==> config.mk <==
export PLATFORM = sky130hd
export DESIGN_NAME = pdfa_word_unit
export DESIGN_NICKNAME = d
export VERILOG_FILES = /design/src/pdfa_pkg.sv /design/src/pdfa_word_unit.sv
export SDC_FILE = /design/constraint.sdc
export NUM_CORES = 1
export LEC_CHECK = 0
export ABC_AREA = 0
export BUFFER_PORTS_ARGS = -buffer_cell sky130_fd_sc_hd__buf_4
export CORE_ASPECT_RATIO = 0.8
export CORE_MARGIN = 4
export CORE_UTILIZATION = 37
export DETAILED_ROUTE_END_ITERATION = 6
export GPL_ROUTABILITY_DRIVEN = 0
export GPL_TIMING_DRIVEN = 0
export PLACE_DENSITY = 0.8
export SYNTH_ARGS = -nofsm -noshare
export SYNTH_HDL_FRONTEND = slang
export SYNTH_SLANG_ARGS = --single-unit
==> constraint.sdc <==
create_clock -name vclk -period 0.8
set_clock_uncertainty 0.1 [all_clocks]
set_input_delay 0 -clock vclk [all_inputs]
set_output_delay 0 -clock vclk [all_outputs]
set_load 0.005 [all_outputs]
==> src/pdfa_pkg.sv <==
// shared constants, types and helpers for the page directory frame allocator
package pdfa_pkg;

  // table sizes
  localparam int DIR_ENTRIES = 1024;
  localparam int FRAME_COUNT = 1024;

  // field widths
  localparam int REQ_W    = 2;
  localparam int PAGE_W   = 10;
  localparam int FRAME_W  = 10;
  localparam int FLAG_W   = 8;
  localparam int STATUS_W = 2;
  localparam int ENTRY_W  = 32;

  // directory entry layout
  localparam int FRAME_SHIFT = 22;
  localparam logic [ENTRY_W-1:0] ENTRY_BASE_FLAGS = 32'h0000_0083;
  localparam int PRESENT_BIT = 0;

  // directory memory geometry
  localparam int DIR_AW = $clog2(DIR_ENTRIES);

  // bitmap memory geometry: one word holds the used bits of BMP_W frames
  localparam int BMP_W     = 32;
  localparam int BIT_W     = $clog2(BMP_W);
  localparam int BMP_WORDS = (FRAME_COUNT + BMP_W - 1) / BMP_W;
  localparam int BMP_DEPTH = (BMP_WORDS < 2) ? 2 : BMP_WORDS;
  localparam int WORD_AW   = $clog2(BMP_DEPTH);

  // clearing pass after reset covers both memories
  localparam int CLR_N = (DIR_ENTRIES > BMP_DEPTH) ? DIR_ENTRIES : BMP_DEPTH;
  localparam int CLR_W = $clog2(CLR_N);

  // request codes
  typedef enum logic [REQ_W-1:0] {
    REQ_ADD    = 2'd0,
    REQ_REMOVE = 2'd1,
    REQ_FIND   = 2'd2,
    REQ_NONE   = 2'd3
  } req_t;

  // status codes
  typedef enum logic [STATUS_W-1:0] {
    ST_OK      = 2'd0,
    ST_PRESENT = 2'd1,
    ST_FULL    = 2'd2
  } status_t;

  // command to the bitmap word unit
  typedef struct packed {
    logic               set;
    logic [WORD_AW-1:0] word_idx;
    logic [BIT_W-1:0]   bit_pos;
  } word_cmd_t;

  // lowest clear bit found in one bitmap word
  typedef struct packed {
    logic             hit;
    logic [BIT_W-1:0] bit_pos;
  } scan_res_t;

  // frame may be handed out by find-free: not frame 0 and inside the bitmap
  function automatic logic frame_ok(input logic [WORD_AW-1:0] idx,
                                    input logic [BIT_W-1:0] bit_pos);
    logic [WORD_AW+BIT_W-1:0] f;
    f = {idx, bit_pos};
    return (f != '0) && (32'(f) < 32'(FRAME_COUNT));
  endfunction

  function automatic logic frame_in_range(input logic [FRAME_W-1:0] f);
    return 32'(f) < 32'(FRAME_COUNT);
  endfunction

  function automatic logic page_in_range(input logic [PAGE_W-1:0] p);
    return 32'(p) < 32'(DIR_ENTRIES);
  endfunction

endpackage

==> src/pdfa_word_unit.sv <==
// shared bitmap word unit: set or clear one bit, find lowest free frame bit
module pdfa_word_unit (
  input  logic [pdfa_pkg::BMP_W-1:0] word,
  input  pdfa_pkg::word_cmd_t        cmd,
  output logic [pdfa_pkg::BMP_W-1:0] new_word,
  output pdfa_pkg::scan_res_t        scan
);

  logic [pdfa_pkg::BMP_W-1:0] sel;

  // single bit update
  assign sel      = pdfa_pkg::BMP_W'(1) << cmd.bit_pos;
  assign new_word = cmd.set ? (word | sel) : (word & ~sel);

  // priority search, lowest clear bit wins
  always_comb begin
    scan.hit     = 1'b0;
    scan.bit_pos = '0;
    for (int b = pdfa_pkg::BMP_W - 1; b >= 0; b--) begin
      if (!word[b] && pdfa_pkg::frame_ok(cmd.word_idx, pdfa_pkg::BIT_W'(b))) begin
        scan.hit     = 1'b1;
        scan.bit_pos = pdfa_pkg::BIT_W'(b);
      end
    end
  end

endmodule

==> summary.md, run 1 <==
| Metric | Value |
|---|---|
| Chip width | `around 66 um` |
| Stop stage | `global routing` |
| Pin count of the biggest net entering global routing | `11` |
| Row cnt | `16` |
| Post-synthesis sequential area ratio | `0%` |
| All-layer global routing usage | `between 60% and 70%` |
| Yosys top cell by area | `mux2_2` |
| First Err | `[ERROR GRT-0232] Routing congestion too high. Check the congestion heatmap in the GUI.` |
| Syn nets | `199` |
| Die Ht | `54.3 um` |
| Total grt overflow | `12` |
| Post-DP Area | `between 1500 and 2000 um^2` |
| Syn Inst Count | `156` |
| Worst endpoint pin kind | `top-level output` |
| Ranking of synthesized cells by area | `mux2_2 (17%), nand2_1 (11%), mux2_1 (10%)` |
| Top cell type's share of synthesized area | `17.0%` |
| Starting Density | `between 30% and 40%` |
| Yosys warnings | `0` |
| Avg Synthesized Cell Area | `~6.4 um^2` |
| Port-buffer cells | `81` |
| Status | `stopped before the end` |
| Worst setup endpoint GRT | `scan[4]` |
| Placed insts | `between 200 and 300` |
| Synth cell types | `30` |
| IO Pins | `81` |
| Mapped Area | `991 um^2` |
| Post-DP HPWL | `roughly 3.5 mm` |
[logic make-up after synthesis]
family	share of synthesized area [%]
and+or+nand+nor	44.3
AOI/OAI and AO/OA	20.6
muxes	30.3
buffers and inverters	4.80
[synthesized netlist by cell type, drive strengths merged]
library cell / instances
a21oi: 10
o2111ai: 1
clkbuf: 3
nor2: 15
a21o: 1
and4: 2
nand4: 4
a31oi: 2
nand3: 8
o31a: 1
o211ai: 2
a221oi: 2
nor3b: 3
o21ai: 10
a31o: 3
a211oi: 1
nor4: 4
nand2b: 3
nor3: 9
inv: 7
nor2b: 4
or3: 1
mux2: 26
buf: 2
nand2: 29
nand3b: 3
[repair_timing]
action	4_1_cts
pin swaps	39
gates cloned	0
gates resized for setup	115
hold endpoints to repair	0
hold buffers	0
setup endpoints to repair	38
setup buffers	9
[metal layers]
metal  GRT overflow  GRT usage [%]
met1              0           64.6
met2              8           82.0
met3              0           54.6
met4              4           70.0
met5              0           12.5
[through the flow]
stage | hold slack [ns] | worst slack, ns
3_5_place_dp | 0.212 | -0.435
2_1_floorplan | -0.0291 | -0.0286
3_3_place_gp | 0.208 | -0.434
4_1_cts | 0.198 | -0.335
==> run 2, diff against run 1 <==
--- a/config.mk
+++ b/config.mk
@@ -7,13 +7,12 @@
 export LEC_CHECK = 0
 export ABC_AREA = 0
 export BUFFER_PORTS_ARGS = -buffer_cell sky130_fd_sc_hd__buf_4
-export CORE_ASPECT_RATIO = 0.8
-export CORE_MARGIN = 4
-export CORE_UTILIZATION = 37
+export CORE_AREA = 4 4 65 67
 export DETAILED_ROUTE_END_ITERATION = 6
+export DIE_AREA = 0 0 69 71
 export GPL_ROUTABILITY_DRIVEN = 0
 export GPL_TIMING_DRIVEN = 0
-export PLACE_DENSITY = 0.8
+export PLACE_DENSITY_LB_ADDON = 0.15
 export SYNTH_ARGS = -nofsm -noshare
 export SYNTH_HDL_FRONTEND = slang
 export SYNTH_SLANG_ARGS = --single-unit
==> constraint.sdc (replaced) <==
create_clock -name vclk -period 1.04
set_clock_uncertainty 0.1 [all_clocks]
set_input_delay 0 -clock vclk [all_inputs]
set_output_delay 0 -clock vclk [all_outputs]
set_load 0.005 [all_outputs]
==> run 2 against run 1 <==
Effect of this change: synthesized cell count did not move; area after synthesis unchanged; the flow now finishes, with violations (setup timing).
==> summary.md, run 2 <==
| Metric | Value |
|---|---|
| Status | `finished, violations left (was stopped before the end)` |
| Failing checks | `setup timing` |
| Die Ht | `71 um (was 54.3 um)` |
| First-pass DRT Iterations | `4` |
| Net count, final | `294` |
| Final Non-Filler Cells | `297` |
| Critical path, cell by cell | `buf_6 > nor3_4 > a21oi_2 > nand2b_4 > nor4_4 > nor2b_1 > buf_4` |
| Total die area | `between 4000 and 5000 um^2` |
| Setup ws final | `-0.130 ns` |
| Port-buffer cells | `81 (unchanged)` |
| Ranking of synthesized cells by area | `mux2_2 (17%), nand2_1 (11%), mux2_1 (10%) (unchanged)` |
| Layout fillers | `about 330` |
| Final worst path period need | `1.17 ns` |
| Post-synthesis sequential area ratio | `0% (unchanged)` |
| RSZ-0062 raised after global routing | `yes` |
| Top post-synthesis cells by count | `nand2_1 (29), mux2_2 (15), nor2_1 (15) (unchanged)` |
| TNS Setup | `-1.24 ns` |
| Yosys top cell by area | `mux2_2 (unchanged)` |
| Most frequent cells in the layout | `buf_4 (59), buf_6 (28), nand2_1 (23)` |
| Crit path required time | `0.94 ns` |
| Vias/cell | `around 5.4` |
| Post-CTS Hold Fix Bufs | `0 (unchanged)` |
| Core Box Area | `3630 um^2` |
| All-layer global routing usage | `between 10% and 20%` |
| Yosys warnings | `0 (unchanged)` |
| Iteration-0 DRC count of the detailed router | `85` |
| Row cnt | `22 (was 16)` |
| Chip width | `69 um (was 65.9 um)` |
| Crit-path max FO | `4` |
| Crit-path max cell delay | `around 0.28 ns` |
| Setup CP Type | `input port to primary output` |
| Starting Density | `27.3% (was 39.6%)` |
| Routed WL | `approximately 5 mm` |
| Hold Fails Final Rpt | `0` |
| Crit path from | `cmd[8]` |
| Placed insts | `285 (was 273)` |
| Reg area | `0 um^2` |
| Critical path endpoint category | `primary output` |
| Initial antenna violation count | `0` |
| First-pass GRT wire length | `7.61 mm` |
| Max Freq | `855 MHz` |
| Critical Path AT | `roughly 1.1 ns` |
| Leak Pwr | `1.01 nW` |
| Slew Limit Fails | `0` |
| Vias in the first global route | `approximately 1600` |
| Synth cell types | `30 (unchanged)` |
| Syn nets | `199 (unchanged)` |
| Maximum VDD drop | `around 0.2 mV` |
| Via Count | `around 1600` |
| Final sequential cell count | `0` |
| Area Growth Syn to Fin | `134%` |
| Crit-path slowest cell | `nor4_4` |
| Antenna Nets Post-Route | `0` |
| Total grt overflow | `0` |
| Syn Inst Count | `156 (unchanged)` |
| Slew at the pin with the worst max-slew slack | `0.445 ns` |
| Dpl ws | `-0.196 ns (was -0.435 ns)` |
| Post-DP HPWL | `3.62 mm (was 3.47 mm)` |
| ANT cells | `0` |
| Top cell type's share of synthesized area | `17.0% (unchanged)` |
| Max_cap viols | `0` |
| Slew margin rel. | `70.4%` |
| Clk_buf instances | `0` |
| Mapped Area | `991 um^2 (unchanged)` |
| Share of cells above drive strength 1 | `72.3%` |
| Worst hold path class | `input port to primary output` |
| Final setup fails | `24` |
| Commonest non-fill, non-tap cell in the layout | `buf_4` |
| DRC | `0` |
| Tcrit/Tclk final | `112%` |
| Pin count of the biggest net entering global routing | `11` |
| IO Pins | `81 (unchanged)` |
| HP Start | `word[28]` |
| PD cells | `about 370 nW/um^2` |
| Mean routed wirelength per cell | `between 15 and 20 um` |
| Cell with the most instances after synthesis | `nand2_1 (unchanged)` |
| Critical Path Source Type | `input port` |
| Avg Synthesized Cell Area | `6.35 um^2 (unchanged)` |
[run 2: worst paths after layout]
check | endpoint | slack, ns | depth (start not counted)
worst min-delay path | new_word[28] | 0.21 | 3
worst max-delay path | scan[4] | -0.13 | 7
[run 2: worst max-delay path: cells and delay by family]
family / cells / cell delay, ns
and+or+nand+nor: 4 / 0.77
buffers and inverters: 2 / 0.21
AOI/OAI and AO/OA: 1 / 0.09
[run 2: logic make-up after synthesis]
kind of cell / count (synthesis) / synth area share (%)
and+or+nand+nor: 85 / 44.3
AOI/OAI and AO/OA: 33 / 20.6
muxes: 26 / 30.3
buffers and inverters: 12 / 4.80
[run 2: what timing repair did]
action / in CTS / in global routing
setup buffers: 5 / 7
pin swaps: 26 / 36
endpoints found under the hold margin: 0 / 0
resized for setup: 93 / 49
endpoints found under the setup margin: 33 / 37
[run 2: per-stage QoR]
step	util, %	power [W]	hold WS, ns	area (um^2)
2_1_floorplan	-	0.000217	-0.0291	991
3_3_place_gp	45.7	0.000575	0.211	1660
3_5_place_dp	45.7	0.000577	0.216	1660
4_1_cts	57.0	0.000742	0.198	2070
5_1_grt	63.8	0.000908	0.218	2320
6_report	63.8	0.000850	0.205	2320
[run 2: area by class of cell]
type / count / area, um^2 / area share (%)
tap: 48 / 60.1 / 2.59
multi-input combinational: 144 / 1320 / 56.7
buffer: 5 / 51.3 / 2.21
timing repair buffer: 93 / 863 / 37.2
inverter: 7 / 28.8 / 1.24
[run 2: layer usage]
layer	wire, um	global-route usage (%)
met4	10	0.868
met2	2420	33.3
met5	0	0
met3	383	2.98
met1	2080	23.3
[run 2: where the power goes]
group / internal [W] / switching [W] / total, W
Clock: 0 / 0 / 0
Combinational: 0.000477 / 0.000373 / 0.000850
Sequential: 0 / 0 / 0
Power figures use the tool's default switching activity.
